$ cat src/rtl/core/ptrc_pkg.sv
// shared types, constants and register map of the pixel color and edge tracer
package ptrc_pkg;

    localparam int unsigned FRAME_PIXELS_DEF = 1048576;

    localparam logic [7:0] EDGE_THRESHOLD_RST = 8'd80;
    localparam logic [7:0] ACCUM_STEP_RST     = 8'd16;

    localparam logic [7:0] RED_MIN   = 8'd100;
    localparam logic [7:0] GREEN_MIN = 8'd60;
    localparam logic [7:0] BLUE_MIN  = 8'd100;
    localparam logic [7:0] FULL_ON   = 8'hFF;

    localparam int unsigned APB_AW = 5;
    localparam int unsigned APB_DW = 32;

    typedef enum logic [2:0] {
        REG_TRACE_TARGET   = 3'd0,
        REG_COLOR_SELECT   = 3'd1,
        REG_PATTERN_MODE   = 3'd2,
        REG_EDGE_THRESHOLD = 3'd3,
        REG_ACCUM_STEP     = 3'd4
    } t_reg_idx;

    typedef enum logic [1:0] {
        COLOR_RED   = 2'd0,
        COLOR_GREEN = 2'd1,
        COLOR_BLUE  = 2'd2,
        COLOR_NONE  = 2'd3
    } t_color;

    typedef struct packed {
        logic [7:0] red_in;
        logic [7:0] green_in;
        logic [7:0] blue_in;
        logic       frame_start;
    } t_pix_in;

    typedef struct packed {
        logic [7:0] red_out;
        logic [7:0] green_out;
        logic [7:0] blue_out;
        logic [7:0] accum_level;
        logic       hit;
    } t_pix_out;

    typedef struct packed {
        logic       trace_target;
        logic [1:0] color_select;
        logic       pattern_mode;
        logic [7:0] edge_threshold;
        logic [7:0] accum_step;
    } t_cfg;

    // word held between the input register and the result register
    typedef struct packed {
        logic [7:0] red;
        logic [7:0] green;
        logic [7:0] blue;
        logic [7:0] diff_red;
        logic [7:0] diff_green;
        logic [7:0] diff_blue;
        logic       emit;
        logic       access;
        logic       fresh;
    } t_stage;

endpackage

$ cat src/rtl/core/ptrc_cfg_regs.sv
// apb configuration registers
module ptrc_cfg_regs
    import ptrc_pkg::*;
(
    input  logic              i_clk,
    input  logic              i_rst_n,
    input  logic              psel,
    input  logic              penable,
    input  logic              pwrite,
    input  logic [APB_AW-1:0] paddr,
    input  logic [APB_DW-1:0] pwdata,
    output logic [APB_DW-1:0] prdata,
    output logic              pready,
    output t_cfg              o_cfg
);

    t_cfg     r_cfg;
    t_reg_idx reg_idx;
    logic     wr_en;

    assign reg_idx = t_reg_idx'(paddr[APB_AW-1:2]);
    assign wr_en   = psel && penable && pwrite;
    assign pready  = 1'b1;
    assign o_cfg   = r_cfg;

    always_ff @(posedge i_clk) begin
        if (!i_rst_n) begin
            r_cfg.trace_target   <= 1'b0;
            r_cfg.color_select   <= COLOR_RED;
            r_cfg.pattern_mode   <= 1'b0;
            r_cfg.edge_threshold <= EDGE_THRESHOLD_RST;
            r_cfg.accum_step     <= ACCUM_STEP_RST;
        end else if (wr_en) begin
            case (reg_idx)
                REG_TRACE_TARGET:   r_cfg.trace_target   <= pwdata[0];
                REG_COLOR_SELECT:   r_cfg.color_select   <= pwdata[1:0];
                REG_PATTERN_MODE:   r_cfg.pattern_mode   <= pwdata[0];
                REG_EDGE_THRESHOLD: r_cfg.edge_threshold <= pwdata[7:0];
                REG_ACCUM_STEP:     r_cfg.accum_step     <= pwdata[7:0];
                default: ;
            endcase
        end
    end

    always_comb begin
        case (reg_idx)
            REG_TRACE_TARGET:   prdata = {31'd0, r_cfg.trace_target};
            REG_COLOR_SELECT:   prdata = {30'd0, r_cfg.color_select};
            REG_PATTERN_MODE:   prdata = {31'd0, r_cfg.pattern_mode};
            REG_EDGE_THRESHOLD: prdata = {24'd0, r_cfg.edge_threshold};
            REG_ACCUM_STEP:     prdata = {24'd0, r_cfg.accum_step};
            default:            prdata = '0;
        endcase
    end

endmodule

$ cat config.mk
export PLATFORM = sky130hd
export DESIGN_NAME = ptrc_cfg_regs
export DESIGN_NICKNAME = d
export VERILOG_FILES = /design/src/rtl/core/ptrc_pkg.sv /design/src/rtl/core/ptrc_cfg_regs.sv
export SDC_FILE = /design/constraint.sdc
export NUM_CORES = 1
export LEC_CHECK = 0
export ABC_CLOCK_PERIOD_IN_PS = 2750
export BUFFER_PORTS_ARGS = -buffer_cell sky130_fd_sc_hd__clkbuf_2
export CORE_UTILIZATION = 41
export CTS_CLUSTER_DIAMETER = 100
export DETAILED_ROUTE_END_ITERATION = 7
export PLACE_DENSITY = 0.86
export SYNTH_ARGS = -nofsm -noshare
export SYNTH_HDL_FRONTEND = slang
export SYNTH_SLANG_ARGS = --single-unit
$ cat constraint.sdc
create_clock -name i_clk -period 2.75 [get_ports i_clk]
set_clock_uncertainty 0.05 [all_clocks]
set_input_delay 0.55 -clock i_clk [delete_from_list [all_inputs] [get_ports i_clk]]
set_output_delay 0.55 -clock i_clk [all_outputs]
set_load 0.01 [all_outputs]
* Word-level counts from Yosys, hierarchy flattened
Index checks and enable logic that the tools add are counted.
** Operators by class
- Eq/ne operators :: 4
- Multiplexer cells :: 1
- Reduce and logical (&&, ||, !) cells :: 8
** Operators with widths (count)
- 8-bit case mux with 5 select lines :: 1
- 2-bit AND reduction :: 5
- 3-bit by 2-bit == test with 1-bit output, second input constant :: 2
- 3-bit by 1-bit == test with 1-bit output, second input constant :: 1
- 3-bit == test, second input constant :: 1
- 3-bit logical NOT :: 1
- 1-bit logical AND :: 2
** Storage, ports and cells
- Flip-flop bits (word level) :: 20
- Bits of input ports :: 42
- Logic and storage cells :: 18

* Longest topological paths before layout
- Depth in word-level cells :: 3
- Gate-level depth with buffers :: 5
- Mapped depth without buffers :: 3

* Worst setup path before layout
No wires, ideal clock.
- Kind :: input to output
- Start :: input port paddr[2]
- End :: output port prdata[0]
- Arrival time :: 1.330 ns
- Setup slack :: 0.820 ns
- Stages :: 4
- Path buffers :: 1
- Cells stage by stage :: buf_2 > nor3b_4 > o2bb2ai_1 > a221o_1
** Between the ends
- Longest elaborated chain between the ends :: 2
- Elaborated cells on any way between the ends :: 6
- Classes of those cells :: eq/ne (4); mux (1); reduce/logical (1)
** Ends and longest elaborated chain
- start: declaration :: RTL line ptrc_cfg_regs.sv:10 : input logic [APB_AW-1:0] paddr,
- 3-bit == test (tied with other cells) :: RTL line ptrc_cfg_regs.sv:46 : case (reg_idx)
- 8-bit case mux with 5 select lines * :: RTL line ptrc_cfg_regs.sv:46
- end: declaration :: RTL line ptrc_cfg_regs.sv:12 : output logic [APB_DW-1:0] prdata,
Mark *: on every way between the ends. The rest lies on a longest branch, timed or not.

* Worst setup path after layout
- Start :: input port paddr[3]
- End :: output port prdata[7]
The elaborated chain is that of the path after synthesis.

==> metrics.txt <==
status completed; max FFs per register 20; post-DP HPWL 1660 um; Critical Path AT 1710 ps; vias in the first global route 770; Reg power frac 59.3%; max_slew headroom 63.7%; Hold Vio Cnt, Final 0; cells along the critical path clkbuf_2 > nand2_1 > nor2_1 > a22o_1 > clkbuf_2; Leak Pwr 0.645 nW; Final nets 209; FMAX 432 MHz; DR WL/cell 11.3 um; Final Worst Setup Slack 436 ps; max cap viols 0; Unique masters post-synth 25; Starting Density 45.1%; CTS Root Cell clkbuf_4; worst min path class flip-flop to flip-flop; Tcrit/Tclk final 84.1%; Post-Syn Instances 128; Inserted Clock Buffers 3; initial antenna violation count 0; DIE AREA 3070 um2; residual overflow from global routing 0; drt pass-1 iters 4; Synth Warn # 0; post-synthesis area per instance 9.13 um2; PD cells 380 nW/um2; first-pass GRT wire length 3530 um; CP Launch Type input pin; Core Box Area 2590 um2; Mapped Area 1170 um2; min Tclk post-route 2310 ps; Max IR drop VDD 0.000261 V; CTS Buffer Depth 2; most frequent cells in the layout 43 x clkbuf_2, 26 x nand2_1, 25 x conb_1; share of cells above drive strength 1 29.7%; Hold Buf Count CTS 0; Setup Crit Path Kind input pin to primary output; CTS clk-pin slew, worst paths 100 ps; Net Sw Frac 26.5%; H-tree depth 1; clock tree sinks 20; clk_lat worst skew 300 ps; non-filler instance count after layout 195; clock share of power 27.2%; worst-margin pin slew 542 ps; final setup fails 0; Yosys reg bits 20; Slowest-stage cell, CP nor2_1; row cnt 18; Max Slew Vio Count 0; post-CTS sizing 0; Post-CTS Setup Inserts 0; Die X 55.4 um; TritonCTS clock tree done; ANT nets after route 0; Port Buffer Count 43; sequential-to-total area share from yosys stat 34.3%; CP Capture Type primary output; slowest stage delay, CP 450 ps; most used cell, CP clkbuf_2; leading cell type in the layout, fill and taps excluded clkbuf_2; Total Power 0.000495 W; DR DRC count 0; n_diodes 0; Place WS 451 ps; Die Y 55.4 um; DR iter-0 viols 21; Total Routing Usage GR 14.4%; NetSw 0.000131 W; WL final 2210 um; io pins 95; crit-path max FO 9; Area Growth Syn to Fin 11.2%; Fin Setup TNS 0 ps; Combinational Power Share 13.5%; detailed-route via count 923; detail-routed via count per cell 4.73; placed cell count 192; largest net degree at the start of global routing 30; Finished Core Util 50.2%; Worst Path Required 2150 ps; Final Wtd Congestion 0.784; RSZ-0062 raised after global routing no; Internal 0.000363 W
cells by family after synthesis:
logic type	after synthesis	share of synthesized area, %
other	2	0.643
AND/OR/NAND/NOR	43	20.0
flip-flops	20	34.3
buffers and inverters	32	19.7
multiplexers	22	18.8
AO/OA/AOI/OAI	9	6.53
per-layer routing:
| layer | up-vias | GRT usage (%) | part of all wire, % |
|---|---|---|---|
| li1 | 460 | - | - |
| met1 | 411 | 17.5 | 45 |
| met2 | 48 | 23.4 | 46 |
| met3 | 4 | 4.22 | 7.6 |
| met4 | 0 | 6.43 | 1.0 |
| met5 | - | 0 | 0 |
metrics by stage:
stage / area (um2) / hold WS (ps)
after floorplan: 1250 / 441
after global placement: 1280 / 411
after detailed placement: 1280 / 417
after CTS: 1300 / 432
after global routing: 1300 / 449
final: 1300 / 431
power by group through the flow:
stage | sequential (W) | clock (W) | combinational [W]
finish | 0.000293 | 0.000135 | 0.0000666
global route | 0.000294 | 0.000153 | 0.0000734
CTS | 0.000293 | 0.000140 | 0.0000662
detailed placement | 0.000300 | 0 | 0.0000660
global placement | 0.000300 | 0 | 0.0000652
floorplan | 0.000301 | 0 | 0.0000742
cell usage after synthesis:
library cell | n | share of area (%)
a221o_1 | 1 | 0.86
a22o_1 | 6 | 4.5
and4_1 | 1 | 0.75
buf_2 | 1 | 0.43
buf_4 | 27 | 17
buf_6 | 1 | 0.96
clkbuf_1 | 3 | 0.96
conb_1 | 2 | 0.64
dfxtp_1 | 20 | 34
mux2i_1 | 22 | 19
nand2_1 | 26 | 8.4
nand2b_1 | 1 | 0.54
nand3_1 | 1 | 0.43
nand4_2 | 1 | 1.1
nor2_1 | 1 | 0.32
nor2b_1 | 5 | 2.7
nor3_1 | 1 | 0.43
nor3_4 | 1 | 1.4
nor3b_1 | 1 | 0.64
nor3b_4 | 1 | 1.6
nor4_1 | 1 | 0.54
nor4b_1 | 1 | 0.75
o21ai_0 | 1 | 0.43
o2bb2ai_1 | 1 | 0.75
or3_1 | 1 | 0.54
worst max-delay path, delay by kind of cell:
kind / cells / cell delay (ps)
compound gates: 1 / 240
simple gates: 2 / 590
buf+inv: 2 / 340
final timing paths:
path	depth (start not counted)	startpoint	slack, ps	to
min	2	o_cfg[19]$_SDFFE_PN0P_	430	o_cfg[19]$_SDFFE_PN0P_
min reg2reg	2	o_cfg[19]$_SDFFE_PN0P_	430	o_cfg[19]$_SDFFE_PN0P_
max	5	paddr[3]	440	prdata[7]
max reg2reg	2	o_cfg[0]$_SDFFE_PN0P_	2060	o_cfg[0]$_SDFFE_PN0P_
final cells by class:
| class | count | area (um2) |
|---|---|---|
| Clock buffer | 3 | 22.5 |
| Fill cell | 268 | 1290 |
| Multi-Input combinational cell | 99 | 624 |
| Sequential cell | 20 | 400 |
| Tap cell | 30 | 37.5 |
| Timing Repair Buffer | 43 | 215 |
Note: power is estimated with default switching activity, not from simulation.
