$ cat config.mk
export PLATFORM = sky130hd
export DESIGN_NAME = ptrc_result_stage
export DESIGN_NICKNAME = d
export VERILOG_FILES = /design/src/rtl/core/ptrc_pkg.sv /design/src/rtl/core/ptrc_result_stage.sv
export SDC_FILE = /design/constraint.sdc
export NUM_CORES = 1
export LEC_CHECK = 0
export BUFFER_PORTS_ARGS = -buffer_cell sky130_fd_sc_hd__buf_4
export CORE_ASPECT_RATIO = 1.5
export CORE_MARGIN = 1.5
export CORE_UTILIZATION = 35
export DETAILED_ROUTE_END_ITERATION = 6
export PLACE_DENSITY = 0.71
export SETUP_SLACK_MARGIN = 0.1
export SYNTH_ARGS = -nofsm -noshare
export SYNTH_HDL_FRONTEND = slang
export SYNTH_SLANG_ARGS = --single-unit
$ cat constraint.sdc
create_clock -name i_clk -period 3.6 [get_ports i_clk]
set_clock_uncertainty 0.05 [all_clocks]
set_input_delay 0.18 -clock i_clk [delete_from_list [all_inputs] [get_ports i_clk]]
set_output_delay 0.18 -clock i_clk [all_outputs]
set_load 0.01 [all_outputs]
$ cat src/rtl/core/ptrc_pkg.sv
// shared types, constants and register map of the pixel color and edge tracer
package ptrc_pkg;

    localparam int unsigned FRAME_PIXELS_DEF = 1048576;

    localparam logic [7:0] EDGE_THRESHOLD_RST = 8'd80;
    localparam logic [7:0] ACCUM_STEP_RST     = 8'd16;

    localparam logic [7:0] RED_MIN   = 8'd100;
    localparam logic [7:0] GREEN_MIN = 8'd60;
    localparam logic [7:0] BLUE_MIN  = 8'd100;
    localparam logic [7:0] FULL_ON   = 8'hFF;

    localparam int unsigned APB_AW = 5;
    localparam int unsigned APB_DW = 32;

    typedef enum logic [2:0] {
        REG_TRACE_TARGET   = 3'd0,
        REG_COLOR_SELECT   = 3'd1,
        REG_PATTERN_MODE   = 3'd2,
        REG_EDGE_THRESHOLD = 3'd3,
        REG_ACCUM_STEP     = 3'd4
    } t_reg_idx;

    typedef enum logic [1:0] {
        COLOR_RED   = 2'd0,
        COLOR_GREEN = 2'd1,
        COLOR_BLUE  = 2'd2,
        COLOR_NONE  = 2'd3
    } t_color;

    typedef struct packed {
        logic [7:0] red_in;
        logic [7:0] green_in;
        logic [7:0] blue_in;
        logic       frame_start;
    } t_pix_in;

    typedef struct packed {
        logic [7:0] red_out;
        logic [7:0] green_out;
        logic [7:0] blue_out;
        logic [7:0] accum_level;
        logic       hit;
    } t_pix_out;

    typedef struct packed {
        logic       trace_target;
        logic [1:0] color_select;
        logic       pattern_mode;
        logic [7:0] edge_threshold;
        logic [7:0] accum_step;
    } t_cfg;

    // word held between the input register and the result register
    typedef struct packed {
        logic [7:0] red;
        logic [7:0] green;
        logic [7:0] blue;
        logic [7:0] diff_red;
        logic [7:0] diff_green;
        logic [7:0] diff_blue;
        logic       emit;
        logic       access;
        logic       fresh;
    } t_stage;

endpackage

$ cat src/rtl/core/ptrc_result_stage.sv
// color tests, edge test, level update and the output register
module ptrc_result_stage
    import ptrc_pkg::*;
#(
    parameter int unsigned FRAME_PIXELS = FRAME_PIXELS_DEF,
    parameter int unsigned AW           = $clog2(FRAME_PIXELS)
) (
    input  logic          i_clk,
    input  logic          i_rst_n,
    input  t_cfg          i_cfg,
    input  logic          i_stage_vld,
    input  t_stage        i_stage,
    input  logic [AW-1:0] i_stage_idx,
    input  logic [7:0]    i_rdata,
    output logic          o_stage_adv,
    output logic          o_wr_en,
    output logic [AW-1:0] o_wr_addr,
    output logic [7:0]    o_wr_data,
    output logic          o_out_valid,
    input  logic          i_out_stall,
    output t_pix_out      o_out_data
);

    logic     r_out_vld;
    t_pix_out r_out;

    logic       out_free;
    logic [7:0] old_lvl;
    logic [8:0] sum_lvl;
    logic [7:0] new_lvl;
    logic       is_edge;
    logic       red_pass;
    logic       green_pass;
    logic       blue_pass;
    t_pix_out   n_out;

    assign out_free    = !r_out_vld || !i_out_stall;
    assign o_stage_adv = i_stage_vld && (!i_stage.emit || out_free);

    always_comb begin
        red_pass = (i_stage.red > RED_MIN)
            && ({4'd0, i_stage.red} * 12'd7 > {4'd0, i_stage.green} * 12'd10)
            && ({4'd0, i_stage.red} * 12'd7 > {4'd0, i_stage.blue} * 12'd10);
        green_pass = (i_stage.green > GREEN_MIN)
            && ({5'd0, i_stage.green} * 13'd17 > {5'd0, i_stage.red} * 13'd20)
            && ({5'd0, i_stage.green} * 13'd17 > {5'd0, i_stage.blue} * 13'd20);
        blue_pass = (i_stage.blue > BLUE_MIN)
            && ({2'd0, i_stage.blue} * 10'd3 > {2'd0, i_stage.red} * 10'd4)
            && ({2'd0, i_stage.blue} * 10'd3 > {2'd0, i_stage.green} * 10'd4);
    end

    // an entry past the written prefix is read as black, whatever the store holds
    assign old_lvl = i_stage.fresh ? 8'd0 : i_rdata;
    assign sum_lvl = {1'b0, old_lvl} + {1'b0, i_cfg.accum_step};
    assign new_lvl = (i_cfg.pattern_mode && !sum_lvl[8]) ? sum_lvl[7:0] : old_lvl;
    assign is_edge = (i_stage.diff_red > i_cfg.edge_threshold)
        && (i_stage.diff_green > i_cfg.edge_threshold)
        && (i_stage.diff_blue > i_cfg.edge_threshold);

    assign o_wr_en   = o_stage_adv && i_stage.access;
    assign o_wr_addr = i_stage_idx;
    assign o_wr_data = is_edge ? new_lvl : 8'd0;

    always_comb begin
        n_out = '0;
        if (!i_cfg.trace_target) begin
            case (t_color'(i_cfg.color_select))
                COLOR_RED: begin
                    n_out.red_out = red_pass ? FULL_ON : 8'd0;
                    n_out.hit     = red_pass;
                end
                COLOR_GREEN: begin
                    n_out.green_out = green_pass ? FULL_ON : 8'd0;
                    n_out.hit       = green_pass;
                end
                COLOR_BLUE: begin
                    n_out.blue_out = blue_pass ? FULL_ON : 8'd0;
                    n_out.hit      = blue_pass;
                end
                default: ;
            endcase
        end else if (is_edge) begin
            n_out.hit         = 1'b1;
            n_out.accum_level = new_lvl;
            if (i_cfg.pattern_mode) begin
                n_out.red_out   = new_lvl;
                n_out.green_out = new_lvl;
                n_out.blue_out  = new_lvl;
            end else begin
                n_out.red_out   = FULL_ON;
                n_out.green_out = FULL_ON;
                n_out.blue_out  = FULL_ON;
            end
        end
    end

    always_ff @(posedge i_clk) begin
        if (!i_rst_n) begin
            r_out_vld <= 1'b0;
        end else if (o_stage_adv && i_stage.emit) begin
            r_out_vld <= 1'b1;
        end else if (!i_out_stall) begin
            r_out_vld <= 1'b0;
        end
    end

    always_ff @(posedge i_clk) begin
        if (o_stage_adv && i_stage.emit) begin
            r_out <= n_out;
        end
    end

    assign o_out_valid = r_out_vld;
    assign o_out_data  = r_out;

`ifndef ASSERT_OFF
    a_out_from_stage: assert property (@(posedge i_clk) disable iff (!i_rst_n)
        $rose(r_out_vld) |-> $past(i_stage_vld))
        else $error("result word appeared without a staged pixel");

    a_miss_is_black: assert property (@(posedge i_clk) disable iff (!i_rst_n)
        (r_out_vld && !r_out.hit) |->
            (r_out.red_out == 8'd0 && r_out.green_out == 8'd0 && r_out.blue_out == 8'd0))
        else $error("missed pixel is not black");

    a_no_overwrite: assert property (@(posedge i_clk) disable iff (!i_rst_n)
        (r_out_vld && i_out_stall && i_stage_vld && i_stage.emit) |-> !o_stage_adv)
        else $error("staged pixel advanced onto a held result word");
`endif

endmodule

After elaboration in Yosys (flattened, before gate mapping). Cells that the tools add are included.

Reductions and logical operators: 20. Multipliers: 7. Muxes and demuxes: 16. Order comparisons: 12. $add $sub $neg: 1. Eq/ne operators: 3.

Operators by type and width (count): $mux 8 (9); $mul 8x3->11 const B (5); $mux 24 (2); $mux 33 (1); $gt 13x13->1 (2); $gt 11x12->1 (2); $gt 8x8->1 (3); $gt 10x10->1 (2); $gt 8x7->1 const B (2); $mul 8x5->13 const B (1); $logic_and 1x1->1 (12); $mul 8x2->10 const B (1); $add 8x8->9 (1); $gt 8x6->1 const B (1); $logic_not 1->1 (4); $mux 1 (3); $pmux 1 s3 (1); $eq 2x1->1 const B (1); $eq 2x2->1 const B (1); $logic_not 2->1 (1); $logic_or 1x1->1 (2); $ne 2x1->1 const B (1); $reduce_and 2->1 (1).

Output and inout bits: 64. Register bits: 34. Input bits: 103.

Logic depth before layout (Yosys ltp).
Word-level depth: 8. Mapped depth: 20. Mapped depth without buffers: 19.

Worst setup path after synthesis. Ideal clock, no wire load.

Path kind: input to register. Start point: in i_stage[44] in the netlist's numbering. End point: reg r_out (netlist bit o_out_data[0]) (data pin). Required time: 3277 ps. Data arrival time: 3366 ps. Setup time: 273 ps. Slack: -88 ps. Cell stages on the path: 15. Path through: fa_1 -> ha_1 -> a21o_1 -> a21oi_1 -> nor2b_1 -> o21a_1 -> o41ai_1 -> xnor2_1 -> ha_1 -> a2111oi_0 -> o21ai_0 -> o221ai_1 -> nand4bb_1 -> clkbuf_1 -> nand3_1.

RTL lines: start: declaration (line ptrc_result_stage.sv:12) `input t_stage i_stage,`; end signal: assignment (line ptrc_result_stage.sv:109) `r_out <= n_out;`; end: declaration (line ptrc_result_stage.sv:25) `t_pix_out r_out;`.

==> impl_metrics.py <==
metrics = {
    "outcome": {
        "status": "completed",
    },
    "floorplanning": {
        "start_util": 0.360,
        "core-area_sq_um": 16300,
        "ios": 167,
        "rows": 57,
        "dieArea_sq_um": 17600,
        "fp.dieW_um": 109,
        "die_h_um": 162,
    },
    "global_routing": {
        "grt_pass1_wl_mm": 24.6,
        "antenna_found_initial": 0,
        "grt_overflow": 0,
        "grt_pass1_vias": 5417,
        "track_usage": 0.176,
        "grt_max_degree": 34,
    },
    "critical_path": {
        "crit_path_max_incr_delay_ps": 490,
        "crit_path_cell_trace": "buf_8, fa_1, ha_1, a21o_1, a21oi_2, nor2b_1, o21a_1, o41ai_2, xnor2_1, buf_4, ha_1, nand3_1, o32ai_2, nor3_1, o221ai_1, nand4bb_4, buf_6, nand2_1",
        "worstPathRequired_ps": 3580,
        "worst_setup_path_end_kind": "flop",
        "worstPathArrival_ps": 3390,
        "crit_path_frequent_cell": "ha_1",
        "start_kind": "primary input",
        "crit_fanout": 8,
        "critPathKind": "primary input to flop",
        "cp_slowest_cell": "fa_1",
    },
    "min_path": {
        "hp-class": "primary input to flop",
    },
    "pwr": {
        "seqPwrFrac": 0.214,
        "p_per_area_nw_per_um2": 285,
        "leakagePower_nw": 3.91,
        "ir_drop_mv": 0.153,
        "p_int_w": 0.00134,
        "clock_power_share": 0.183,
        "switching_share": 0.383,
        "p_sw_w": 0.000834,
        "combPwrFrac": 0.603,
    },
    "final_layout": {
        "fin_nets": 1084,
        "antenna_cells": 0,
        "syn2layout_area_growth_pct": 30.1,
        "drive_gt1_frac": 0.276,
        "n_fill_cell": 1550,
        "seq_area_sq_um": 1010,
        "multi_input_area_sq_um": 4660,
    },
    "detailed_routing": {
        "drc": 0,
        "via_per_inst": 5.22,
        "drt_iter0_drc": 198,
        "wl_per_cell_um": 15.4,
        "vias": 5285,
        "ant_nets": 0,
        "wl_mm": 15.6,
        "dr.pass1.iters": 4,
    },
    "timing": {
        "slew_headroom": 0.618,
        "setup_tns_ps": 0,
        "rsz0062_at_grt": "yes",
        "fin_hold_ws_ps": 114,
        "drv_slew": 0,
        "hold_violations": 0,
        "max_freq_mhz": 293,
        "setup_viol": 0,
        "fin_crit_ps": 3410,
        "tightest_slew_ps": 573,
        "finalCritPeriodShare": 0.947,
        "layout_setup_ws_ps": 189,
    },
    "synth": {
        "yosysSeqAreaShare": 0.172,
        "avgSynthCellArea_sq_um": 9.05,
        "ys.flop_type": "edfxtp_1",
        "ys_types": 55,
        "ys_ff_latch": 34,
        "synthAdderAreaFrac": 0.390,
        "synthXorXnorAreaFrac": 0.0521,
        "synthesis.nets": 928,
        "muxShareOfSynthArea": 0.00872,
        "synth_top_cell_by_area": "ha_1",
        "synth-edff-count": 33,
        "syn_area_sq_um": 5880,
        "postSynthCellCount": 650,
        "synth-async-reset-ratio": 0,
        "synth_area_leaders": "ha_1 (34%), edfxtp_1 (17%), fa_1 (4.8%)",
        "synth_top_family_by_area": "adder cells",
        "yosysWarnings": 0,
        "synth_compound_area_frac": 0.170,
        "synthSimpleGateAreaFrac": 0.134,
        "synth_top_area_frac": 0.343,
    },
    "placed_design": {
        "pre_cts_ws_ps": -258,
        "gp_congestion": 0.923,
        "portBuffers": 126,
        "hpwl_mm": 13.8,
    },
    "run": {
        "timing.max_cap.violations": 0,
    },
    "clock_network": {
        "cts-root-buf": "clkbuf_16",
        "cts_tree": "done",
        "numCtsBuffers": 5,
        "cts_buffer_depth": 2,
        "path_clk_slew_ps": 50,
        "clk_latency_ps": 280,
        "cts_sinks": 34,
        "htreeDepth": 2,
    },
}
-- flip-flops by register name, indices dropped and copies added, names as in the netlist --
signal	count
o_out_valid	1
o_out_data	33
-- routing by layer --
layer,track usage,vias up,wire length (um),part of all wire
met5,0,-,0,0
met4,0.0783,0,573,0.037
met3,0.0144,34,518,0.033
met2,0.362,125,8810,0.56
met1,0.171,2467,5700,0.37
li1,-,2659,-,-
-- worst paths after layout --
kind | startpoint | to | slack [ps] | cells past startpoint
worst max-delay path | i_stage[44] | o_out_data[26] | 190 | 18
worst min-delay path | i_rst_n | o_out_valid | 110 | 2
worst max register to register | o_out_valid | o_out_data[2] | 2120 | 4
worst min register to register | o_out_valid | o_out_valid | 430 | 2
-- logic make-up (layout without fill, tap and decap cells) --
logic type,Yosys count,count (layout)
AO/OA/AOI/OAI,153,153
XOR/XNOR,35,35
adder cells (fa/ha/maj),175,175
buffers and inverters,93,250
flip-flops,34,34
multiplexers,5,5
AND/OR/NAND/NOR,155,155
-- cells in the final DEF (no fill, tap or decap), drive strengths merged, types with 6 or more instances in the layout --
cell type	netlist	final
a211oi	8	8
a21o	31	31
a21oi	47	47
buf	23	176
clkbuf	4	6
edfxtp	33	33
fa	14	14
ha	161	161
inv	66	66
nand2	35	35
nand2b	7	7
nand3	10	10
nand4	18	18
nor2	37	37
nor2b	21	21
nor3	7	7
o211ai	6	6
o21a	6	6
o21ai	20	20
o21bai	11	11
xnor2	25	25
xor2	10	10
-- cells in the mapped netlist (all sizes together) (11+ instances only) --
cell type  number
ha            161
inv            66
a21oi          47
nor2           37
nand2          35
edfxtp         33
a21o           31
xnor2          25
buf            23
nor2b          21
o21ai          20
nand4          18
fa             14
o21bai         11
-- power by group through the flow --
| stage | clock network (W) | logic (W) | registers (W) |
|---|---|---|---|
| after global placement | 0 | 0.00120 | 0.000474 |
| after CTS | 0.000412 | 0.00126 | 0.000466 |
| after floorplan | 0 | 0.000799 | 0.000484 |
| final | 0.000397 | 0.00131 | 0.000466 |
| after global routing | 0.000424 | 0.00148 | 0.000468 |
| after detailed placement | 0 | 0.00124 | 0.000474 |
-- stage by stage --
stage | instance area [sq um] | total power, W | utilization | cells
final | 7650 | 0.00218 | 0.468 | 1013
after global routing | 7650 | 0.00237 | 0.468 | 1013
after CTS | 7420 | 0.00214 | 0.455 | 1009
after detailed placement | 7260 | 0.00171 | 0.445 | 1001
after global placement | 7260 | 0.00168 | 0.445 | 1001
after floorplan | 5890 | 0.00128 | - | 650
-- what timing repair did --
action,CTS,global route
hold buffers,0,0
pin swaps,3,30
gates resized for setup,6,44
endpoints found under the setup margin,25,25
gates cloned,0,0
setup buffers,0,4
-- area by class of cell --
cell class | instances | share of cell area
sequential | 34 | 0.132
inverter | 66 | 0.0324
clock buffer | 6 | 0.0168
tap | 206 | 0.0337
timing repair buffer | 176 | 0.175
multi-input combinational | 523 | 0.609
clock inverter | 2 | 0.00114
-- worst max-delay path, delay by kind of cell --
| kind | cells | cell delay (ps) |
|---|---|---|
| compound gates | 6 | 1110 |
| simple gates | 5 | 470 |
| xor+xnor | 1 | 150 |
| buf+inv | 3 | 400 |
| fa+ha+maj | 3 | 1080 |
Note: power is estimated with default switching activity, not from simulation.
