### src/rtl/core/ptrc_pkg.sv
// shared types, constants and register map of the pixel color and edge tracer
package ptrc_pkg;

    localparam int unsigned FRAME_PIXELS_DEF = 1048576;

    localparam logic [7:0] EDGE_THRESHOLD_RST = 8'd80;
    localparam logic [7:0] ACCUM_STEP_RST     = 8'd16;

    localparam logic [7:0] RED_MIN   = 8'd100;
    localparam logic [7:0] GREEN_MIN = 8'd60;
    localparam logic [7:0] BLUE_MIN  = 8'd100;
    localparam logic [7:0] FULL_ON   = 8'hFF;

    localparam int unsigned APB_AW = 5;
    localparam int unsigned APB_DW = 32;

    typedef enum logic [2:0] {
        REG_TRACE_TARGET   = 3'd0,
        REG_COLOR_SELECT   = 3'd1,
        REG_PATTERN_MODE   = 3'd2,
        REG_EDGE_THRESHOLD = 3'd3,
        REG_ACCUM_STEP     = 3'd4
    } t_reg_idx;

    typedef enum logic [1:0] {
        COLOR_RED   = 2'd0,
        COLOR_GREEN = 2'd1,
        COLOR_BLUE  = 2'd2,
        COLOR_NONE  = 2'd3
    } t_color;

    typedef struct packed {
        logic [7:0] red_in;
        logic [7:0] green_in;
        logic [7:0] blue_in;
        logic       frame_start;
    } t_pix_in;

    typedef struct packed {
        logic [7:0] red_out;
        logic [7:0] green_out;
        logic [7:0] blue_out;
        logic [7:0] accum_level;
        logic       hit;
    } t_pix_out;

    typedef struct packed {
        logic       trace_target;
        logic [1:0] color_select;
        logic       pattern_mode;
        logic [7:0] edge_threshold;
        logic [7:0] accum_step;
    } t_cfg;

    // word held between the input register and the result register
    typedef struct packed {
        logic [7:0] red;
        logic [7:0] green;
        logic [7:0] blue;
        logic [7:0] diff_red;
        logic [7:0] diff_green;
        logic [7:0] diff_blue;
        logic       emit;
        logic       access;
        logic       fresh;
    } t_stage;

endpackage

### src/rtl/core/ptrc_input_stage.sv
// input register, previous pixel, store position and fill count
module ptrc_input_stage
    import ptrc_pkg::*;
#(
    parameter int unsigned FRAME_PIXELS = FRAME_PIXELS_DEF,
    parameter int unsigned AW           = $clog2(FRAME_PIXELS)
) (
    input  logic          i_clk,
    input  logic          i_rst_n,
    input  logic          i_in_valid,
    output logic          o_in_stall,
    input  t_pix_in       i_in_data,
    input  t_cfg          i_cfg,
    input  logic          i_stage_adv,
    input  logic          i_wr_en,
    input  logic [AW-1:0] i_wr_addr,
    output logic          o_rd_en,
    output logic [AW-1:0] o_rd_addr,
    output logic          o_stage_vld,
    output t_stage        o_stage,
    output logic [AW-1:0] o_stage_idx
);

    logic          r_stage_vld;
    t_stage        r_stage;
    logic [AW-1:0] r_stage_idx;
    logic [7:0]    r_prev_red;
    logic [7:0]    r_prev_green;
    logic [7:0]    r_prev_blue;
    logic [AW-1:0] r_pos;
    logic [AW:0]   r_fill;

    logic          accept;
    logic          access;
    logic [AW-1:0] n_pos;

    assign o_in_stall = r_stage_vld && !i_stage_adv;
    assign accept     = i_in_valid && !o_in_stall;
    assign access     = i_cfg.trace_target && !i_in_data.frame_start;
    assign o_rd_en    = accept && access;
    assign o_rd_addr  = r_pos;

    always_comb begin
        n_pos = r_pos;
        if (i_in_data.frame_start) begin
            n_pos = '0;
        end else if (i_cfg.trace_target) begin
            n_pos = (r_pos == AW'(FRAME_PIXELS - 1)) ? '0 : r_pos + 1'b1;
        end
    end

    always_ff @(posedge i_clk) begin
        if (!i_rst_n) begin
            r_stage_vld  <= 1'b0;
            r_prev_red   <= '0;
            r_prev_green <= '0;
            r_prev_blue  <= '0;
            r_pos        <= '0;
            r_fill       <= '0;
        end else begin
            if (accept) begin
                r_stage_vld  <= 1'b1;
                r_prev_red   <= i_in_data.red_in;
                r_prev_green <= i_in_data.green_in;
                r_prev_blue  <= i_in_data.blue_in;
                r_pos        <= n_pos;
            end else if (i_stage_adv) begin
                r_stage_vld <= 1'b0;
            end
            // entries are written in order from 0, so the written ones form a prefix
            if (i_wr_en && ({1'b0, i_wr_addr} == r_fill)) begin
                r_fill <= r_fill + 1'b1;
            end
        end
    end

    always_ff @(posedge i_clk) begin
        if (accept) begin
            r_stage.red        <= i_in_data.red_in;
            r_stage.green      <= i_in_data.green_in;
            r_stage.blue       <= i_in_data.blue_in;
            r_stage.diff_red   <= i_in_data.red_in - r_prev_red;
            r_stage.diff_green <= i_in_data.green_in - r_prev_green;
            r_stage.diff_blue  <= i_in_data.blue_in - r_prev_blue;
            r_stage.emit       <= !(i_cfg.trace_target && i_in_data.frame_start);
            r_stage.access     <= access;
            r_stage.fresh      <= ({1'b0, r_pos} >= r_fill);
            r_stage_idx        <= r_pos;
        end
    end

    assign o_stage_vld = r_stage_vld;
    assign o_stage     = r_stage;
    assign o_stage_idx = r_stage_idx;

`ifndef ASSERT_OFF
    a_wr_within_fill: assert property (@(posedge i_clk) disable iff (!i_rst_n)
        i_wr_en |-> ({1'b0, i_wr_addr} <= r_fill))
        else $error("store write beyond the written prefix");

    a_fill_bounded: assert property (@(posedge i_clk) disable iff (!i_rst_n)
        r_fill <= (AW+1)'(FRAME_PIXELS))
        else $error("fill count beyond frame size");
`endif

endmodule

### config.mk
export PLATFORM = sky130hd
export DESIGN_NAME = ptrc_input_stage
export DESIGN_NICKNAME = d
export VERILOG_FILES = /design/src/rtl/core/ptrc_pkg.sv /design/src/rtl/core/ptrc_input_stage.sv
export SDC_FILE = /design/constraint.sdc
export NUM_CORES = 1
export LEC_CHECK = 0
export BUFFER_PORTS_ARGS = -buffer_cell sky130_fd_sc_hd__buf_2
export CORE_ASPECT_RATIO = 0.9
export CORE_MARGIN = 5
export CORE_UTILIZATION = 50
export CTS_CLUSTER_DIAMETER = 50
export DETAILED_ROUTE_END_ITERATION = 16
export GPL_ROUTABILITY_DRIVEN = 0
export GPL_TIMING_DRIVEN = 0
export PLACE_DENSITY = 0.81
export RECOVER_POWER = 25
export SYNTH_ARGS = -nofsm -noshare
export SYNTH_HDL_FRONTEND = slang
export SYNTH_SLANG_ARGS = --single-unit
### constraint.sdc
create_clock -name i_clk -period 3.9 [get_ports i_clk]
set_input_delay 0 -clock i_clk [delete_from_list [all_inputs] [get_ports i_clk]]
set_output_delay 0 -clock i_clk [all_outputs]
set_load 0.1 [all_outputs]
### After elaboration in Yosys (flattened, before gate mapping)

Index checks and enable logic that the tools add are counted.

* bits in registers: 137
* bits in latches: 0
* memory bits (writable): 0
* ROM bits: 0
* bits of input ports: 70
* output and inout bits: 94
* word-level logic and storage cells: 42
* memories kept: 0

* add/subtract/negate cells: 5
* multipliers: 0
* div/mod/pow operators: 0
* magnitude comparators: 1
* equality and inequality tests: 2
* shifts and indexed selects: 0
* mux-type cells: 5
* bitwise logic cells: 0
* reduce and logical (&&, ||, !) cells: 13

Operators by type and width (count)
* 20-bit 2-to-1 mux: 3
* 8-bit subtractor: 3
* 21-bit by 1-bit adder with 21-bit output (second input constant): 1
* 20-bit by 21-bit == test with 1-bit output: 1
* 20-bit by 21-bit >= comparator with 1-bit output: 1
* 20-bit by 1-bit adder with 20-bit output (second input constant): 1
* 20-bit == test (second input constant): 1
* 1-bit logical AND: 6
* 1-bit zero test: 4
* 2-bit nonzero test: 2
* 1-bit 2-to-1 mux: 2
* 2-bit AND reduction: 1

### Depth between registers and ports, before layout

Gate-level depths: netlist of run 1.

* depth in word-level cells: 5
* depth in mapped cells: 8
* gate-level depth less buffers: 8

### Worst setup path before layout of run 1

No wires, ideal clock.

* path kind: reg2reg
* from: register r_stage_vld (netlist: o_stage_vld)
* to: register r_stage (netlist bit o_stage[0]) (enable)
* library setup time: 463 ps
* arrival time: 3378 ps
* data required time: 3437 ps
* slack: 59 ps
* stages on the path, launching flop included: 5
* buffers on the path: 1
* clock period less this slack: 3841 ps
* cell sequence: dfxtp_1 > nand2b_1 > nand2_1 > inv_2 > clkbuf_1

* cells in the longest elaborated chain, start to end: 3

RTL lines
* start, declared: line ptrc_input_stage.sv:24 `logic r_stage_vld;`
* start signal, assigned: line ptrc_input_stage.sv:54 `r_stage_vld <= 1'b0;`
* start signal, assigned: line ptrc_input_stage.sv:62 `r_stage_vld <= 1'b1;`
* start signal, assigned: line ptrc_input_stage.sv:68 `r_stage_vld <= 1'b0;`
* 1-bit logical AND: line ptrc_input_stage.sv:37 `assign o_in_stall = r_stage_vld && !i_stage_adv;`
* 1-bit zero test: line ptrc_input_stage.sv:38 `assign accept = i_in_valid && !o_in_stall;`
* 1-bit logical AND: line ptrc_input_stage.sv:38
* named net accept: line ptrc_input_stage.sv:33 `logic accept;`
* end, declared: line ptrc_input_stage.sv:25 `t_stage r_stage;`

The timed path passes the listed nets, and every way through them passes these cells.
A chain may end at the register's enable or synchronous reset.

### Worst setup path after layout of run 1

* from: register r_pos[0] (netlist: o_rd_addr[0])
* to: register r_pos[19] (netlist: o_rd_addr[19])

* cells in the longest elaborated chain, start to end: 4
* elaborated cells between the ends (all ways): 5
* classes of those cells: add/sub: 1; eq/ne: 1; mux: 3

RTL lines
* start, declared: line ptrc_input_stage.sv:30 `logic [AW-1:0] r_pos;`
* start signal, assigned: line ptrc_input_stage.sv:66 `r_pos <= n_pos;`
* 20-bit by 1-bit adder with 20-bit output or 20-bit == test (tied branches): line ptrc_input_stage.sv:48 `n_pos = (r_pos == AW'(FRAME_PIXELS - 1)) ? '0 : r_pos + 1'b1;`
* 20-bit 2-to-1 mux *: line ptrc_input_stage.sv:48
* 20-bit 2-to-1 mux *: line ptrc_input_stage.sv:47 `end else if (i_cfg.trace_target) begin`
* 20-bit 2-to-1 mux *: line ptrc_input_stage.sv:45 `if (i_in_data.frame_start) begin`

Mark *: on every way between the ends. The rest lies on a longest branch, timed or not. The select of a mux whose other input is x is not followed.

==> impl_metrics.json, run 1 <==
{
  "setup.worst_path.start": "o_rd_addr[0]$_SDFFE_PN0P_",
  "wl_per_cell_um": 16.8,
  "end_kind": "register",
  "syn_area_per_cell_sq_um": 10.2,
  "row_count": 40,
  "ant_nets": 0,
  "cts_root_buf": "clkbuf_16",
  "synthTopCellsByArea": "edfxtp_1, dfxtp_1, ha_1",
  "io_buffer_count": 144,
  "grt_max_degree": 50,
  "syn_area_sq_mm": 0.00687,
  "clockBufferDepth": 2,
  "crit_type": "register to register",
  "cts_tree": "done",
  "r2r_setup_slack_ns": 1.48,
  "ys_seq_area_share_pct": 50.3,
  "relSlewSlack_pct": 19.7,
  "die_x_um": 134,
  "grt_pass1_wl_um": 28300,
  "startpoint_type": "register",
  "vdd_ir_drop_max_v": 0.000483,
  "yosysWarnings": 0,
  "grt_usage_pct": 22.1,
  "dpl_cell_area_sq_mm": 0.00783,
  "design_area_sq_mm": 0.00872,
  "finalHoldViolCount": 0,
  "start_util_pct": 51.2,
  "synth_top_flop_cell": "edfxtp_1",
  "fin_nets": 980,
  "regArea_sq_mm": 0.00345,
  "clk_latency_ns": 0.43,
  "min_period_over_period_pct": 62.2,
  "worstMarginPinSlew_ns": 1.21,
  "hold_path_class": "input pin to register",
  "rsz0062_at_grt": "no",
  "vias": 5704,
  "crit_slowest_cell": "nor3_2",
  "cellLeakagePower_nw": 3.47,
  "antenna_found_initial": 0,
  "cap_viol_max_count": 0,
  "drive_above_1_share_pct": 17.6,
  "drc": 0,
  "drt_wl_total_um": 17600,
  "syn-instance-count": 672,
  "syn2layout_area_growth_pct": 27.0,
  "post-route-util_pct": 65.0,
  "cp_data_arrival_time_ns": 2.73,
  "whs_ns": 0.0605,
  "reg2regPathDepth": 7,
  "hpwl_um": 12000,
  "ios": 164,
  "synth-edff-count": 71,
  "fin_cells": 1045,
  "cts_sinks": 137,
  "die_area_sq_mm": 0.0162,
  "antenna_cells": 0,
  "drv_slew": 0,
  "p_per_area_mw_per_mm2": 484,
  "crit_chain": "ha_1 > nand3_1 > nor3_2 > a31oi_2 > buf_4 > o211ai_1 > nand3_1",
  "grt_overflow": 0,
  "synth_cell_type_count": 53,
  "cts_buffers": 17,
  "core_sq_mm": 0.0134,
  "layout_min_cycle_time_ns": 2.42,
  "crit_path_frequent_cell": "nand3_1",
  "synth-seq-cells": 137,
  "finalClockSkew_ns": 0.00685,
  "synth_top_area_share_pct": 31.0,
  "timing.rr.end": "o_rd_addr[19]$_SDFFE_PN0P_",
  "fillers": 1064,
  "die_h_um": 121,
  "cts_resized": 0,
  "crit_required_ns": 4.21,
  "multiInputGateArea_sq_mm": 0.00309,
  "clk_pin_slew_worst_paths_ns": 0.06,
  "first_pass_iters": 5,
  "synthesis.nets": 788,
  "setup_viol": 0,
  "status": "complete, no violations",
  "yosys.area.top_type": "edfxtp_1",
  "h-tree-depth": 4,
  "routed_via_density": 5.46,
  "drt_iter0_drc": 492,
  "critPathMaxStageDelay_ns": 0.54,
  "cp-endpoint": "o_rd_addr[19]$_SDFFE_PN0P_",
  "first_global_vias": 5622,
  "r2r_start": "o_rd_addr[0]$_SDFFE_PN0P_",
  "ys_async_sr_fraction_pct": 0,
  "fmax_ghz": 0.412,
  "path_max_fanout": 10,
  "dpl.cell_count": 985
}
-- flip-flops by register name, indices dropped and copies added (netlist names) --
name and flops:
r_prev_red 8, o_stage_vld 1, r_fill 21, o_stage 51, r_prev_green 8, o_stage_idx 20
r_prev_blue 8, o_rd_addr 20
-- cell usage after synthesis, types with 13 or more instances --
| cell | count |
|---|---|
| dfxtp_1 | 66 |
| a21oi_1 | 45 |
| xor2_1 | 21 |
| edfxtp_1 | 71 |
| nand2_1 | 112 |
| clkbuf_1 | 13 |
| nand3_1 | 22 |
| inv_1 | 62 |
| nor4_2 | 17 |
| nor2_1 | 30 |
| mux2i_1 | 23 |
| o21ai_0 | 20 |
| xnor2_1 | 17 |
| nand4_1 | 17 |
| ha_1 | 43 |
-- power by group --
| group | total, W | switching, W | internal [W] |
|---|---|---|---|
| sequential | 0.00163 | 0.0000254 | 0.00160 |
| combinational | 0.000773 | 0.000612 | 0.000161 |
| clock | 0.00182 | 0.000656 | 0.00116 |
| total | 0.00422 | 0.00129 | 0.00293 |
-- metal layers --
metal	vias to the layer above	part of all wire, %	wire length, um	global-route usage, %
met1	2685	43	7580	27.2
met5	-	0	0	0
met2	209	49	8670	37.6
li1	2777	-	-	-
met4	0	1.9	336	8.10
met3	33	5.8	1020	5.47
-- cell usage in the layout (no fill, tap or decap), types with 5 or more instances in the layout --
cell           netlist  routed
nand2_1            112     112
buf_2                2      95
edfxtp_1            71      71
dfxtp_1             66      66
clkbuf_1            13      63
inv_1               62      62
a21oi_1             45      45
ha_1                43      43
nor2_1              30      30
dlygate4sd3_1        0      28
mux2i_1             23      23
nand3_1             22      22
xor2_1              21      21
o21ai_0             20      20
clkbuf_16            0      19
xnor2_1             17      17
nand4_1             17      17
nor4_2              17      17
nor2b_1              9       9
o211ai_1             7       7
a21boi_0             5       5
or4_1                5       5
o41ai_1              5       5
-- stage by stage --
step                      worst slack, ns  total power (W)  setup TNS (ns)
after detailed placement             1.56          0.00241               0
after CTS                            1.54          0.00425               0
after global placement             -0.480          0.00240          -37.22
after floorplan                    0.0588          0.00227               0
after global routing                 1.29          0.00436               0
final                                1.48          0.00422               0
-- kinds of logic (layout without fill, tap and decap cells) --
logic type                 after synthesis  count (layout)  synth area share [%]
and+or+nand+nor                        239             239                  18.3
AOI/OAI and AO/OA                      107             107                  9.71
DFF                                    137             137                  50.3
adders and majority gates               46              46                  8.71
xor gates and xnor gates                38              38                  4.84
buffers and inverters                   82             287                  4.79
muxes                                   23              23                  3.35
-- critical path: cells and delay by family (launching register included) --
| family | cells | cell delay (ns) |
|---|---|---|
| adders and majority gates | 1 | 0.25 |
| and+or+nand+nor | 3 | 0.83 |
| AOI/OAI and AO/OA | 2 | 0.44 |
| buffers and inverters | 1 | 0.28 |
| DFF | 1 | 0.51 |
-- cell type report --
cell class / count / share of cell area [%]
inverter: 63 / 2.71
clock buffer: 19 / 5.45
clock inverter: 13 / 2.29
buffer: 19 / 1.10
sequential: 137 / 39.6
multi-input combinational: 453 / 35.4
timing repair buffer: 173 / 11.1
tap: 168 / 2.41
-- worst min path at each step --
stage	from	endpoint	slack, ns	cells past startpoint
after floorplan	i_in_data[1]	o_stage[27]$_DFFE_PP_	0.1	0
after global placement	i_in_data[17]	o_stage[43]$_DFFE_PP_	0.21	1
after detailed placement	i_in_data[17]	o_stage[43]$_DFFE_PP_	0.21	1
after CTS	i_stage_adv	o_stage_vld$_SDFFE_PN0P_	0.05	5
after global routing	i_stage_adv	o_stage_vld$_SDFFE_PN0P_	0.09	5
final	i_stage_adv	o_stage_vld$_SDFFE_PN0P_	0.06	5
-- repair_timing --
item / CTS / global route
buffers inserted: 0 / 0
endpoints found under the setup margin: 0 / 0
hold buffers: 28 / 0
hold endpoints to repair: 52 / 0
Power figures use the tool's default switching activity.
==> run 2: changes to the inputs <==
==> constraint.sdc (replaced) <==
create_clock -name i_clk -period 2.24 [get_ports i_clk]
set_input_delay 0 -clock i_clk [delete_from_list [all_inputs] [get_ports i_clk]]
set_output_delay 0 -clock i_clk [all_outputs]
set_load 0.1 [all_outputs]
==> run 2 against run 1 <==
Against the previous run: die area did not move; register-to-register slack got worse by 1.4 ns; wire length fell by 1.6%; utilization fell by 0.50 points.
==> impl_metrics.json, run 2 (synthesis gave the netlist of run 1 again) <==
{
  "status": "complete, no violations",
  "layout_min_cycle_time_ns": 2.15,
  "drc": 0,
  "min_to": "o_stage_vld$_SDFFE_PN0P_",
  "rsz0062_at_grt": "no",
  "setup_viol": 0,
  "r2r_start": "r_fill[13]$_SDFFE_PN0P_",
  "antenna_cells": 0,
  "die_h_um": 121,
  "cp_num_buf_inv": 2,
  "min_period_over_period_pct": 96.0,
  "vias": 5718,
  "drv_slew": 0,
  "cp_data_arrival_time_ns": 2.49,
  "total_power_w": 0.00689,
  "cts_sinks": 137,
  "p_per_area_mw_per_mm2": 796,
  "crit_chain": "buf_6 > xor2_1 > nor4_4 > nand4_4 > buf_2 > nor4_2 > mux2i_1",
  "grt_max_degree": 81,
  "routed_via_density": 5.48,
  "post-route-util_pct": 64.5,
  "syn2layout_area_growth_pct": 26.0,
  "die_area_sq_mm": 0.0162,
  "antenna_found_initial": 0,
  "vdd_ir_drop_max_v": 0.000670,
  "largest_register_ffs": 51,
  "r2r_setup_slack_ns": 0.09,
  "timing.rr.end": "r_fill[15]$_SDFFE_PN0P_",
  "ios": 164,
  "crit_family": "simple AND/OR/NAND/NOR gates",
  "first_global_vias": 5516,
  "startpoint_type": "register",
  "cap_viol_max_count": 0,
  "drt_wl_total_um": 17300,
  "layout_commonest_cell": "nand2_1",
  "h-tree-depth": 4,
  "crit_required_ns": 2.58,
  "ant_nets": 0,
  "crit_slowest_cell": "nor4_4",
  "cellLeakagePower_nw": 3.46,
  "hold_path_class": "input pin to register",
  "grt_overflow": 0,
  "grt_usage_pct": 21.8,
  "drive_above_1_share_pct": 17.7,
  "io_buffer_count": 144,
  "holdPathStages": 5,
  "path_max_fanout": 10,
  "fin_setup_tns_ns": 0,
  "reg2regPathDepth": 7,
  "cts_setup_buffers": 0,
  "hpwl_um": 11900,
  "core_sq_mm": 0.0134,
  "end_kind": "register",
  "row_count": 40,
  "die_x_um": 134,
  "cts_root_buf": "clkbuf_16",
  "clk_latency_ns": 0.42,
  "clk_pin_slew_worst_paths_ns": 0.06,
  "worstMarginPinSlew_ns": 1.24,
  "grt_pass1_wl_um": 27800,
  "fin_nets": 979,
  "hp-start": "i_stage_adv",
  "finalClockSkew_ns": 0.00787,
  "clockBufferDepth": 2,
  "wl_per_cell_um": 16.6,
  "fmax_ghz": 0.465,
  "fillers": 1090,
  "start_util_pct": 51.2,
  "cts_tree": "done",
  "crit_type": "register to register",
  "first_pass_iters": 5,
  "finalHoldViolCount": 0,
  "design_area_sq_mm": 0.00866,
  "dpl_cell_area_sq_mm": 0.00783,
  "cts_buffers": 17,
  "drt_iter0_drc": 427,
  "critPathMaxStageDelay_ns": 0.43,
  "layout_common_cells": "nand2_1, buf_2, edfxtp_1, clkbuf_1",
  "relSlewSlack_pct": 17.9
}
run 2: cell types whose count changed in the layout (fill, tap and decap cells not counted), sizes merged:
cell    previous run  this run
bufinv             4         2
clkbuf            83        86
clkinv             3         4
inv               68        65
run 2: worst max path at each step:
stage                                    start                         end  slack [ns]  cells past startpoint
finish                 r_fill[13]$_SDFFE_PN0P_     r_fill[15]$_SDFFE_PN0P_        0.09                      7
global route                      i_in_data[0]  o_rd_addr[14]$_SDFFE_PN0P_       0.005                      8
CTS                    r_fill[13]$_SDFFE_PN0P_     r_fill[15]$_SDFFE_PN0P_        0.05                      7
detailed placement    o_stage_vld$_SDFFE_PN0P_  r_prev_red[2]$_SDFFE_PN0P_        0.01                      6
global placement      o_stage_vld$_SDFFE_PN0P_       o_stage[43]$_DFFE_PP_        0.06                      4
floorplan           o_rd_addr[17]$_SDFFE_PN0P_   o_rd_addr[4]$_SDFFE_PN0P_        0.06                      5
run 2: power by group:
| part | internal (W) | switching (W) |
|---|---|---|
| clock | 0.00169 | 0.00102 |
| sequential | 0.00279 | 0.0000433 |
| combinational | 0.000276 | 0.00107 |
| total | 0.00476 | 0.00213 |
run 2: metal layers:
| metal | track usage [%] | part of all wire [%] | vias up |
|---|---|---|---|
| met5 | 0 | 0 | - |
| met4 | 8.23 | 2.1 | 0 |
| met3 | 6.34 | 7.5 | 33 |
| met2 | 35.7 | 48 | 234 |
| met1 | 27.5 | 42 | 2678 |
| li1 | - | - | 2773 |
run 2: layout make-up:
cell class / instances / area, sq um / area share (%)
Clock inverter: 9 / 100 / 1.16
Timing Repair Buffer: 172 / 938 / 10.8
Clock buffer: 23 / 468 / 5.41
Buffer: 19 / 103 / 1.19
Sequential cell: 137 / 3460 / 40.0
Tap cell: 168 / 210 / 2.43
Inverter: 63 / 236 / 2.73
Multi-Input combinational cell: 453 / 3140 / 36.2
run 2: worst register-to-register path: cells and delay by family (launching register included):
kind / cells / cell delay [ns]
buf+inv: 2 / 0.38
simple gates: 3 / 0.98
xor+xnor: 1 / 0.18
flops: 1 / 0.31
mux: 1 / 0.24
run 2: per-stage QoR:
step | cells | hold WS [ns] | setup slack [ns]
floorplan | 672 | 0.0989 | 0.0593
global route | 1044 | 0.135 | 0.00528
global placement | 984 | 0.212 | 0.0646
finish | 1044 | 0.0991 | 0.0892
detailed placement | 984 | 0.219 | 0.0136
CTS | 1044 | 0.0936 | 0.0506
run 2: timing repair:
action,in CTS,in global routing
setup endpoints to repair,73,14
hold buffers,28,0
resized for setup,2,7
endpoints found under the hold margin,51,0
pin swaps,0,1
